`src/hdl/rcmv_pkg.sv`:
```
// rcmv_pkg: shared types and constants for the redundant copy majority vote block
// no dependencies
`timescale 1ns / 1ps
`default_nettype none

package rcmv_pkg;

    localparam int BYTE_W     = 8;
    localparam int PACK_W     = 64;
    localparam int CNT_W      = 4;
    localparam int MAX_COPIES = PACK_W / BYTE_W;
    localparam int COPIES_DEF = 8;

    localparam logic [CNT_W-1:0] MIN_VOTES_RST = CNT_W'(5);

    typedef enum logic [1:0] {
        ST_NORMAL   = 2'd0,
        ST_INVERTED = 2'd1,
        ST_FAIL     = 2'd2
    } t_status;

    typedef logic [BYTE_W-1:0] t_byte;

    // winner of one vote
    typedef struct packed {
        t_byte             value;
        logic [CNT_W-1:0]  count;
    } t_vote;

endpackage

`default_nettype wire

```
`src/hdl/rcmv_if.sv`:
```
// rcmv_in_if, rcmv_out_if: valid/ready channels carrying input and result items
// depends on rcmv_pkg
`timescale 1ns / 1ps
`default_nettype none

interface rcmv_in_if
    import rcmv_pkg::*;
();
    logic              valid;
    logic              ready;
    logic [PACK_W-1:0] normal_copies;
    logic [PACK_W-1:0] inverted_copies;
    logic              use_fallback;

    modport source (output valid, normal_copies, inverted_copies, use_fallback, input ready);
    modport sink   (input valid, normal_copies, inverted_copies, use_fallback, output ready);
endinterface

interface rcmv_out_if
    import rcmv_pkg::*;
();
    logic              valid;
    logic              ready;
    logic [BYTE_W-1:0] value;
    logic [1:0]        status;
    logic [CNT_W-1:0]  winning_votes;

    modport source (output valid, value, status, winning_votes, input ready);
    modport sink   (input valid, value, status, winning_votes, output ready);
endinterface

`default_nettype wire

```
`src/hdl/rcmv_lane.sv`:
```
// rcmv_lane: counts the copies at or after one copy index that equal that copy
// depends on rcmv_pkg
`timescale 1ns / 1ps
`default_nettype none

module rcmv_lane
    import rcmv_pkg::*;
#(
    parameter int COPIES = COPIES_DEF,
    parameter int IDX    = 0
) (
    input  wire t_byte            i_copies [COPIES],
    output logic [CNT_W-1:0]      o_count
);

    always_comb begin
        o_count = '0;
        for (int j = IDX; j < COPIES; j++) begin
            if (i_copies[j] == i_copies[IDX]) begin
                o_count = o_count + CNT_W'(1);
            end
        end
    end

endmodule

`default_nettype wire

```
`src/hdl/rcmv_merge.sv`:
```
// rcmv_merge: picks the lane with the highest count, lowest index on a tie
// depends on rcmv_pkg
`timescale 1ns / 1ps
`default_nettype none

module rcmv_merge
    import rcmv_pkg::*;
#(
    parameter int COPIES = COPIES_DEF
) (
    input  wire t_byte            i_copies [COPIES],
    input  wire logic [CNT_W-1:0] i_counts [COPIES],
    output t_vote                 o_vote
);

    localparam int IDX_W = $clog2(COPIES);

    logic [IDX_W-1:0] best_idx;
    logic [CNT_W-1:0] best_cnt;

    always_comb begin
        best_idx = '0;
        best_cnt = '0;
        for (int k = 0; k < COPIES; k++) begin
            if (i_counts[k] > best_cnt) begin
                best_cnt = i_counts[k];
                best_idx = IDX_W'(k);
            end
        end
        o_vote.value = i_copies[best_idx];
        o_vote.count = best_cnt;
    end

endmodule

`default_nettype wire

```
`src/hdl/redundant_copy_majority_vote_top.sv`:
```
// Majority vote over redundant byte copies.
// Input channel i_in carries an item of eight packed byte copies, eight packed
// bit-inverted copies and a fallback enable; output channel o_out carries the
// decoded byte, a status code and the winning vote count. Both use valid/ready.
// The register min_votes is written through i_cfg_we / i_cfg_wdata; the user
// must write it only while idle, which the block does not enforce. The first
// stage runs one lane per copy for both copy sets in parallel and registers the
// lane counts, the second merges the lanes, applies the min_votes threshold and
// loads the output register. Throughput is one item per cycle unless stalled.
// Each stage holds its item while the next one is full, so a stalled receiver
// stops the pipe only once both stages are full; bubbles are squeezed out.
// Synchronous active-low reset empties both stages and sets min_votes to 5.
// depends on rcmv_pkg, rcmv_if, rcmv_lane, rcmv_merge
`timescale 1ns / 1ps
`default_nettype none

module redundant_copy_majority_vote_top
    import rcmv_pkg::*;
#(
    parameter int COPIES = COPIES_DEF
) (
    input  wire                    i_clk,
    input  wire                    i_rst_n,
    input  wire                    i_cfg_we,
    input  wire [CNT_W-1:0]        i_cfg_wdata,
    rcmv_in_if.sink                i_in,
    rcmv_out_if.source             o_out
);

    logic [CNT_W-1:0] r_min_votes;

    t_byte            norm_bytes [COPIES];
    t_byte            inv_bytes  [COPIES];
    logic [CNT_W-1:0] norm_cnt   [COPIES];
    logic [CNT_W-1:0] inv_cnt    [COPIES];

    logic             r_s1_valid;
    t_byte            r_s1_norm_bytes [COPIES];
    t_byte            r_s1_inv_bytes  [COPIES];
    logic [CNT_W-1:0] r_s1_norm_cnt   [COPIES];
    logic [CNT_W-1:0] r_s1_inv_cnt    [COPIES];
    logic             r_s1_fallback;

    logic             r_s2_valid;
    t_byte            r_value;
    t_status          r_status;
    logic [CNT_W-1:0] r_votes;

    t_vote            norm_vote;
    t_vote            inv_vote;
    t_byte            n_value;
    t_status          n_status;
    logic [CNT_W-1:0] n_votes;

    logic             s1_ready;
    logic             s2_ready;
    logic             s1_load;
    logic             s2_load;

    assign s2_ready   = !r_s2_valid || o_out.ready;
    assign s1_ready   = !r_s1_valid || s2_ready;
    assign s1_load    = i_in.valid && s1_ready;
    assign s2_load    = r_s1_valid && s2_ready;
    assign i_in.ready = s1_ready;

    // lanes, one per copy for each copy set
    for (genvar k = 0; k < COPIES; k++) begin : g_lane
        assign norm_bytes[k] = i_in.normal_copies[k*BYTE_W +: BYTE_W];
        assign inv_bytes[k]  = i_in.inverted_copies[k*BYTE_W +: BYTE_W];

        rcmv_lane #(.COPIES(COPIES), .IDX(k)) u_norm_lane (
            .i_copies (norm_bytes),
            .o_count  (norm_cnt[k])
        );

        rcmv_lane #(.COPIES(COPIES), .IDX(k)) u_inv_lane (
            .i_copies (inv_bytes),
            .o_count  (inv_cnt[k])
        );
    end

    rcmv_merge #(.COPIES(COPIES)) u_norm_merge (
        .i_copies (r_s1_norm_bytes),
        .i_counts (r_s1_norm_cnt),
        .o_vote   (norm_vote)
    );

    rcmv_merge #(.COPIES(COPIES)) u_inv_merge (
        .i_copies (r_s1_inv_bytes),
        .i_counts (r_s1_inv_cnt),
        .o_vote   (inv_vote)
    );

    always_comb begin
        n_value  = '0;
        n_status = ST_FAIL;
        n_votes  = norm_vote.count;
        if (norm_vote.count >= r_min_votes) begin
            n_value  = norm_vote.value;
            n_status = ST_NORMAL;
        end else if (r_s1_fallback) begin
            n_votes = inv_vote.count;
            if (inv_vote.count >= r_min_votes) begin
                n_value  = ~inv_vote.value;
                n_status = ST_INVERTED;
            end
        end
    end

    always_ff @(posedge i_clk) begin
        if (!i_rst_n) begin
            r_min_votes <= MIN_VOTES_RST;
            r_s1_valid  <= 1'b0;
            r_s2_valid  <= 1'b0;
        end else begin
            if (i_cfg_we) begin
                r_min_votes <= i_cfg_wdata;
            end
            if (s1_ready) begin
                r_s1_valid <= i_in.valid;
            end
            if (s2_ready) begin
                r_s2_valid <= r_s1_valid;
            end
        end
    end

    always_ff @(posedge i_clk) begin
        if (s1_load) begin
            r_s1_norm_bytes <= norm_bytes;
            r_s1_inv_bytes  <= inv_bytes;
            r_s1_norm_cnt   <= norm_cnt;
            r_s1_inv_cnt    <= inv_cnt;
            r_s1_fallback   <= i_in.use_fallback;
        end
        if (s2_load) begin
            r_value  <= n_value;
            r_status <= n_status;
            r_votes  <= n_votes;
        end
    end

    assign o_out.valid         = r_s2_valid;
    assign o_out.value         = r_value;
    assign o_out.status        = r_status;
    assign o_out.winning_votes = r_votes;

`ifndef SYNTH
    a_fail_zero: assert property (@(posedge i_clk) disable iff (!i_rst_n)
        (o_out.valid && r_status == ST_FAIL) |-> (r_value == '0))
        else $error("failed vote with nonzero value");

    a_accept_thresh: assert property (@(posedge i_clk) disable iff (!i_rst_n)
        (o_out.valid && (r_status == ST_NORMAL || r_status == ST_INVERTED))
            |-> (r_votes >= r_min_votes))
        else $error("accepted vote below min_votes");

    a_votes_range: assert property (@(posedge i_clk) disable iff (!i_rst_n)
        o_out.valid |-> (r_votes >= CNT_W'(1) && r_votes <= CNT_W'(COPIES)))
        else $error("winning vote count out of range");

    a_s1_hold: assert property (@(posedge i_clk) disable iff (!i_rst_n)
        (r_s1_valid && !s2_ready) |=> r_s1_valid)
        else $error("first stage dropped a stalled item");
`endif

endmodule

`default_nettype wire
```
`src/flat_wrapper.sv`:
```
// flat-port wrapper written by rule: the top's interface ports become plain ports
module redundant_copy_majority_vote_top_flat import rcmv_pkg::*;
#(
    parameter int COPIES = COPIES_DEF
)
  (i_clk, i_rst_n, i_cfg_we, i_cfg_wdata, i_in_valid, i_in_normal_copies, i_in_inverted_copies, i_in_use_fallback, i_in_ready, o_out_valid, o_out_value, o_out_status, o_out_winning_votes, o_out_ready);
  rcmv_in_if i_in_i ();
  rcmv_out_if o_out_i ();
  input  wire i_clk;
  input  wire i_rst_n;
  input  wire i_cfg_we;
  input  wire [CNT_W-1:0] i_cfg_wdata;
  input wire logic [$bits(i_in_i.valid)-1:0] i_in_valid;
  input wire logic [$bits(i_in_i.normal_copies)-1:0] i_in_normal_copies;
  input wire logic [$bits(i_in_i.inverted_copies)-1:0] i_in_inverted_copies;
  input wire logic [$bits(i_in_i.use_fallback)-1:0] i_in_use_fallback;
  output wire logic [$bits(i_in_i.ready)-1:0] i_in_ready;
  output wire logic [$bits(o_out_i.valid)-1:0] o_out_valid;
  output wire logic [$bits(o_out_i.value)-1:0] o_out_value;
  output wire logic [$bits(o_out_i.status)-1:0] o_out_status;
  output wire logic [$bits(o_out_i.winning_votes)-1:0] o_out_winning_votes;
  input wire logic [$bits(o_out_i.ready)-1:0] o_out_ready;
  assign i_in_i.valid = i_in_valid;
  assign i_in_i.normal_copies = i_in_normal_copies;
  assign i_in_i.inverted_copies = i_in_inverted_copies;
  assign i_in_i.use_fallback = i_in_use_fallback;
  assign i_in_ready = i_in_i.ready;
  assign o_out_valid = o_out_i.valid;
  assign o_out_value = o_out_i.value;
  assign o_out_status = o_out_i.status;
  assign o_out_winning_votes = o_out_i.winning_votes;
  assign o_out_i.ready = o_out_ready;
  redundant_copy_majority_vote_top #(.COPIES(COPIES)) u_core (.i_clk(i_clk), .i_rst_n(i_rst_n), .i_cfg_we(i_cfg_we), .i_cfg_wdata(i_cfg_wdata), .i_in(i_in_i), .o_out(o_out_i));
endmodule
```
`config.mk`:
```
export PLATFORM = sky130hd
export DESIGN_NAME = redundant_copy_majority_vote_top_flat
export DESIGN_NICKNAME = d
export VERILOG_FILES = /design/src/hdl/rcmv_pkg.sv /design/src/hdl/rcmv_if.sv /design/src/hdl/rcmv_lane.sv /design/src/hdl/rcmv_merge.sv /design/src/hdl/redundant_copy_majority_vote_top.sv /design/src/flat_wrapper.sv
export SDC_FILE = /design/constraint.sdc
export NUM_CORES = 1
export LEC_CHECK = 0
export BUFFER_PORTS_ARGS = -buffer_cell sky130_fd_sc_hd__buf_2
export CORE_MARGIN = 3
export CORE_UTILIZATION = 40
export DETAILED_ROUTE_END_ITERATION = 8
export GPL_TIMING_DRIVEN = 1
export PLACE_DENSITY = 0.56
export SETUP_SLACK_MARGIN = 0.4
export SLEW_MARGIN = 20
export SYNTH_ARGS = -nofsm -noshare
export SYNTH_HDL_FRONTEND = slang
export SYNTH_SLANG_ARGS = --single-unit
export TNS_END_PERCENT = 20
```
`constraint.sdc`:
```
create_clock -name i_clk -period 14 [get_ports i_clk]
set_clock_uncertainty 0.1 [all_clocks]
set_input_delay 1.4 -clock i_clk [delete_from_list [all_inputs] [get_ports i_clk]]
set_output_delay 1.4 -clock i_clk [all_outputs]
set_load 0.05 [all_outputs]
```
==> impl_metrics.ini, run 1 <==
[routing]
top_layer_used = met5
drc = 0
drtAntennaViolNets = 0
drt_first_iter_violations = 1024
vias_per_cell = 5.520
vias = 12150
wl_per_cell_microns = 21.98
wl_met3_mm = 3.404
wl_mm = 48.38
wl_met2_mm = 20.47
first_pass_iters = 5
drt-met1-wl_mm = 23.62

[synthesis]
synthesis.area_sq_um = 16170
yosysSeqAreaShare_pct = 35.85
synth_top_area_cell = edfxtp_1
yosys-top-cells-area = edfxtp_1 35%, xor2_1 18%, xnor2_1 8.5%
avgSynthCellArea_sq_um = 9.925
ys_warn_count = 0
ys_ff_latch = 195
async_flop_share_pct = 0
synth_ff_type = edfxtp_1
ys_types = 72
netlist.area_leader.share_pct = 35.10
synth_cells = 1629
synth_edf_count = 189

[clocking]
h-tree-depth = 4
cts_sinks = 195
hold_buffers = 0
cts_resized = 0
insertion_delay_ns = 0.44
numCtsBuffers = 17
clkTransAtPathRegs_ns = 0.08
postCtsSetupBuffers = 0
cts-root-buf = clkbuf_16
cts_buffer_depth = 2
cts_tree = yes

[sta]
period_share_pct = 83.36
relSlewSlack_pct = 29.30
fmax_mhz = 85.68
hold_ws_ns = 0.4118
tightest_slew_ns = 1.061
period_needed_ns = 11.67
fin_tns_setup_ns = 0
rsz0062_at_grt = no
slew_violations = 0
finalWorstSetupSlack_ns = 2.329
finalSetupViolations = 0
hold_violations = 0

[layout]
nets = 1890
fillers = 3851
area_delta_synth_final_pct = 9.588
final_util_pct = 44.49
drive_gt1_share_pct = 13.72
diodes = 0

[floorplanning]
initial_core_util_pct = 40.60
dieWidth_microns = 207.0
placementRows = 73
io_pins = 154
coreArea_sq_um = 39820
die_h_microns = 207.0
dieArea_sq_um = 42870

[setup_path]
r2r-end = u_core.o_out.value[1]
worst_r2r_startpoint = u_core.r_s1_norm_cnt[29]
arrival_ns = 11.87
critPathCapture = u_core.o_out.value[1]
crit_start = u_core.r_s1_norm_cnt[29]
rr_worst_depth = 48
endpoint_kind = register
slowest_stage = o21ai_1
crit_type = register to register
cp-start-kind = register
rrSetupSlack_ns = 2.33
max_stage_delay_ns = 0.58
timing.critical_path.mode_cell = ha_1
cp_max_fo = 12
crit_required_ns = 14.20

[global_route]
grt.total_usage_pct = 22.10
antenna_found_initial = 1
grt_max_degree = 86
grt_pass1_vias = 11780
overflow = 0
grt_pass1_wl_mm = 73.18

[power_and_ir_drop]
p_per_area_nw_per_um2 = 134.9
irDropWorstVdd_mv = 0.1008
p_leak_nw = 7.037

[placement]
pre_cts_ws_ns = 2.409
io_buffers = 153
place_congestion = 0.8822
dp_hpwl_mm = 35.61

[outcome]
status = completed

[job]
maxCapViolCount = 0

[min_path]
hold_path_class = register to register
## cell type report
cell class              instances  area [sq um]  area share [%]
clock buffers                  17         425.4           2.401
multi-input cells            1201          9505           53.65
flip-flops and latches        195          5796           32.71
repair buffers                160         838.3           4.731
clock inverters                15         166.4          0.9392
inverters                      88         330.3           1.864
well taps                     525         656.9           3.707
## worst min path at each step
stage                       endpoint  slack (ns)                  start  depth (start not counted)
2_1_floorplan  u_core.r_min_votes[0]        0.37  u_core.r_min_votes[0]                          2
3_5_place_dp      u_core.o_out.valid        0.39      u_core.r_s1_valid                          1
6_report          u_core.o_out.valid        0.41      u_core.r_s1_valid                          1
5_1_grt           u_core.o_out.valid        0.45      u_core.r_s1_valid                          1
3_3_place_gp      u_core.o_out.valid        0.39      u_core.r_s1_valid                          1
4_1_cts           u_core.o_out.valid        0.41      u_core.r_s1_valid                          1
## layer usage
metal,up-vias,track usage [%]
li1,5706,-
met1,5968,33.85
met2,415,32.19
met3,59,4.316
met4,2,4.846
met5,-,0
## placed cells by master (no fill, tap or decap), types with 28 or more instances in the layout
master	instances
xor2_1	326
edfxtp_1	189
xnor2_1	156
buf_2	153
inv_1	88
nand2_1	87
ha_1	81
nor4_1	74
nor2_1	68
nand4_1	62
mux2i_1	58
a21oi_1	28
## critical path, delay by kind of cell (launching register included)
family | cells | cell delay, ns
compound gates | 29 | 7.00
fa+ha+maj | 7 | 2.14
simple gates | 8 | 1.34
mux | 2 | 0.43
flops | 1 | 0.39
buf+inv | 2 | 0.12
## Yosys cell counts, types with 5 or more instances
cell type  instances
inv_1             88
a21oi_1           28
nand3_1            8
o21ai_1           13
mux2_2            15
a31oi_1            8
mux2i_1           58
clkbuf_1         118
buf_1             21
fa_1               8
nor4_1            74
nor4b_2            5
and2_1            12
nor2b_1           14
buf_2              5
o211ai_1          16
nand4_1           62
a211oi_1          19
o22ai_1           17
xnor2_1          156
a21o_1             7
o21a_1            14
xor2_1           326
edfxtp_1         189
and3_1             6
nor3b_1            9
ha_1              81
nand2_1           87
or3_1              6
dfxtp_1            6
nor2_1            68
nor4b_1            5
o21ai_0           22
## sequential cells by signal (all words and copies together) (netlist names)
signal / cells
u_core.o_out.valid: 1
u_core.r_s1_valid: 1
u_core.r_s1_inv_cnt: 23
u_core.r_min_votes: 4
u_core.r_s1_inv_bytes: 64
u_core.o_out.winning_votes: 4
u_core.o_out.status: 2
u_core.o_out.value: 8
u_core.r_s1_norm_bytes: 64
u_core.r_s1_fallback: 1
u_core.r_s1_norm_cnt: 23
## power breakdown
part | switching (mW) | total, mW | leakage, nW | internal [mW]
Combinational | 0.745 | 1.17 | 4.89 | 0.424
Sequential | 0.0189 | 0.722 | 1.87 | 0.703
Clock | 0.245 | 0.499 | 0.280 | 0.254
Total | 1.01 | 2.39 | 7.04 | 1.38
## stage by stage
| stage | instances | power [mW] | area (sq um) |
|---|---|---|---|
| after floorplan | 1632 | 1.604 | 16180 |
| after global placement | 2168 | 1.880 | 17090 |
| after detailed placement | 2168 | 1.892 | 17090 |
| after CTS | 2200 | 2.395 | 17680 |
| after global routing | 2201 | 2.540 | 17720 |
| final | 2201 | 2.390 | 17720 |
## kinds of logic (layout without fill, tap and decap cells)
kind of cell             after synthesis  in the layout  synth area share (%)
XOR/XNOR                             482            482                 26.11
adder cells (fa/ha/maj)               89             89                 7.259
other                                  1              4               0.02319
AND/OR/NAND/NOR                      371            371                 12.54
multiplexers                          75             75                 4.813
buffers and inverters                236            280                 5.611
flip-flops                           195            195                 35.85
AO/OA/AOI/OAI                        180            180                 7.793
No activity file was read; power rests on OpenSTA's default activity.
==> run 2: changes to the inputs <==
==> constraint.sdc (replaced) <==
create_clock -name i_clk -period 10.9 [get_ports i_clk]
set_clock_uncertainty 0.1 [all_clocks]
set_input_delay 1.09 -clock i_clk [delete_from_list [all_inputs] [get_ports i_clk]]
set_output_delay 1.09 -clock i_clk [all_outputs]
set_load 0.05 [all_outputs]
==> impl_metrics.ini, run 2 (synthesized netlist as in run 1, its figures left out) <==
[sta]
hold_ws_ns = 0.4132
finalWorstSetupSlack_ns = 1.014
fin_tns_setup_ns = 0
period_share_pct = 90.70
period_needed_ns = 9.886
tightest_slew_ns = 1.040
fmax_mhz = 101.2
finalSetupViolations = 0
rsz0062_at_grt = no
relSlewSlack_pct = 30.65
slew_violations = 0
hold_violations = 0

[floorplanning]
dieWidth_microns = 207.0
initial_core_util_pct = 40.60
io_pins = 154
placementRows = 73
die_h_microns = 207.0
dieArea_sq_um = 42870
coreArea_sq_um = 39820

[setup_path]
cp_max_fo = 8
cp_num_buf_inv = 2
cp-start-kind = register
cp_top_family = compound AO/OA/AOI/OAI gates
crit_type = register to register
arrival_ns = 9.98
endpoint_kind = register
crit_required_ns = 11.00
max_stage_delay_ns = 0.42
timing.critical_path.mode_cell = o21a_1
slowest_stage = edfxtp_1

[global_route]
grt_pass1_vias = 11490
grt.total_usage_pct = 21.86
antenna_found_initial = 4
overflow = 0
grt_pass1_wl_mm = 72.19
grt_max_degree = 82

[power_and_ir_drop]
irDropWorstVdd_mv = 0.1145
power_frac_comb_pct = 50.6
cellInternalPower_mw = 1.841
switching_share_pct = 41.93
clkPwrFrac_pct = 20.1
p_switching_mw = 1.329
p_leak_nw = 7.133
p_per_area_nw_per_um2 = 176.6
seqPwrFrac_pct = 29.3
finalPower_mw = 3.170

[routing]
vias_per_cell = 5.455
drt_first_iter_violations = 971
first_pass_iters = 5
vias = 12090
drc = 0
wl_mm = 48.27
drtAntennaViolNets = 0
wl_per_cell_microns = 21.77

[layout]
stdcell_count = 2217
nets = 1904
top_regs = u_core.r_s1_inv_bytes: 64 flops, u_core.r_s1_norm_bytes: 64 flops
drive_gt1_share_pct = 15.44
final_cell_mix = 326 x xor2_1, 189 x edfxtp_1, 156 x xnor2_1, 153 x buf_2, 88 x inv_1
area_delta_synth_final_pct = 11.01
layout_commonest_cell = xor2_1

[placement]
dp_cells = 2176
dp_hpwl_mm = 35.79
pre_cts_ws_ns = 0.2127
place_congestion = 0.8851
io_buffers = 153

[clocking]
insertion_delay_ns = 0.45
h-tree-depth = 4
cts_sinks = 195
cts-root-buf = clkbuf_16
cts_buffer_depth = 2
cts_tree = yes
numCtsBuffers = 17
clkTransAtPathRegs_ns = 0.08

[outcome]
status = completed

[job]
maxCapViolCount = 0

[min_path]
hold_path_class = register to register
[run 2: cell types whose count changed in the layout (fill, tap and decap cells not counted), moves of 3 or more]
cell	previous run	this run
buf_4	6	18
o21ai_0	21	18
o21ai_2	1	4
mux2i_1	58	55
inv_8	3	0
buf_12	0	3
[run 2: through the flow]
stage                     area, sq um  util [%]
after CTS                       17750     44.57
after detailed placement        17140     43.05
after global routing            17940     45.06
final                           17950     45.07
after global placement          17140     43.05
after floorplan                 16180         -
[run 2: final timing paths]
check / start / endpoint / slack [ns] / depth (start not counted)
setup / recovery: u_core.r_s1_norm_cnt[25] / u_core.o_out.value[0] / 1.01 / 49
hold / removal: u_core.r_s1_valid / u_core.o_out.valid / 0.41 / 1
setup reg to reg: u_core.r_s1_norm_cnt[25] / u_core.o_out.value[0] / 1.01 / 49
hold reg to reg: u_core.r_s1_valid / u_core.o_out.valid / 0.41 / 1
[run 2: worst reg2reg max path: cells and delay by family (launching register included)]
family          cells  cell delay, ns
flops               1            0.42
buf+inv             2            0.12
simple gates       10            1.47
fa+ha+maj           7            2.02
mux                 3            0.66
compound gates     27            4.83
[run 2: cell type report]
class | instances | area (sq um)
Fill cell | 3877 | 21870
Multi-Input combinational cell | 1201 | 9598
Timing Repair Buffer | 174 | 960.9
Sequential cell | 195 | 5796
Inverter | 88 | 330.3
Tap cell | 525 | 656.9
Clock inverter | 15 | 176.4
Antenna cell | 2 | 5.005
Clock buffer | 17 | 425.4
[run 2: what timing repair did]
item                       CTS  global route
hold buffers                 0             0
setup endpoints to repair    9            14
hold endpoints to repair     0             0
buffers inserted             0             7
resized for setup            3            24
pin swaps                    0             3
[run 2: power by group through the flow]
stage	clock network [mW]	logic [mW]	registers (mW)
after floorplan	0	1.06	1.00
after global placement	0	1.50	0.945
after detailed placement	0	1.52	0.944
after CTS	0.654	1.53	0.928
after global routing	0.681	1.75	0.933
final	0.638	1.60	0.928
[run 2: routing by layer]
layer  wire, microns  GRT usage, %
met3            3626         4.286
met2           20210         31.32
met5              27             0
met1           23850         34.28
met4             549         3.886
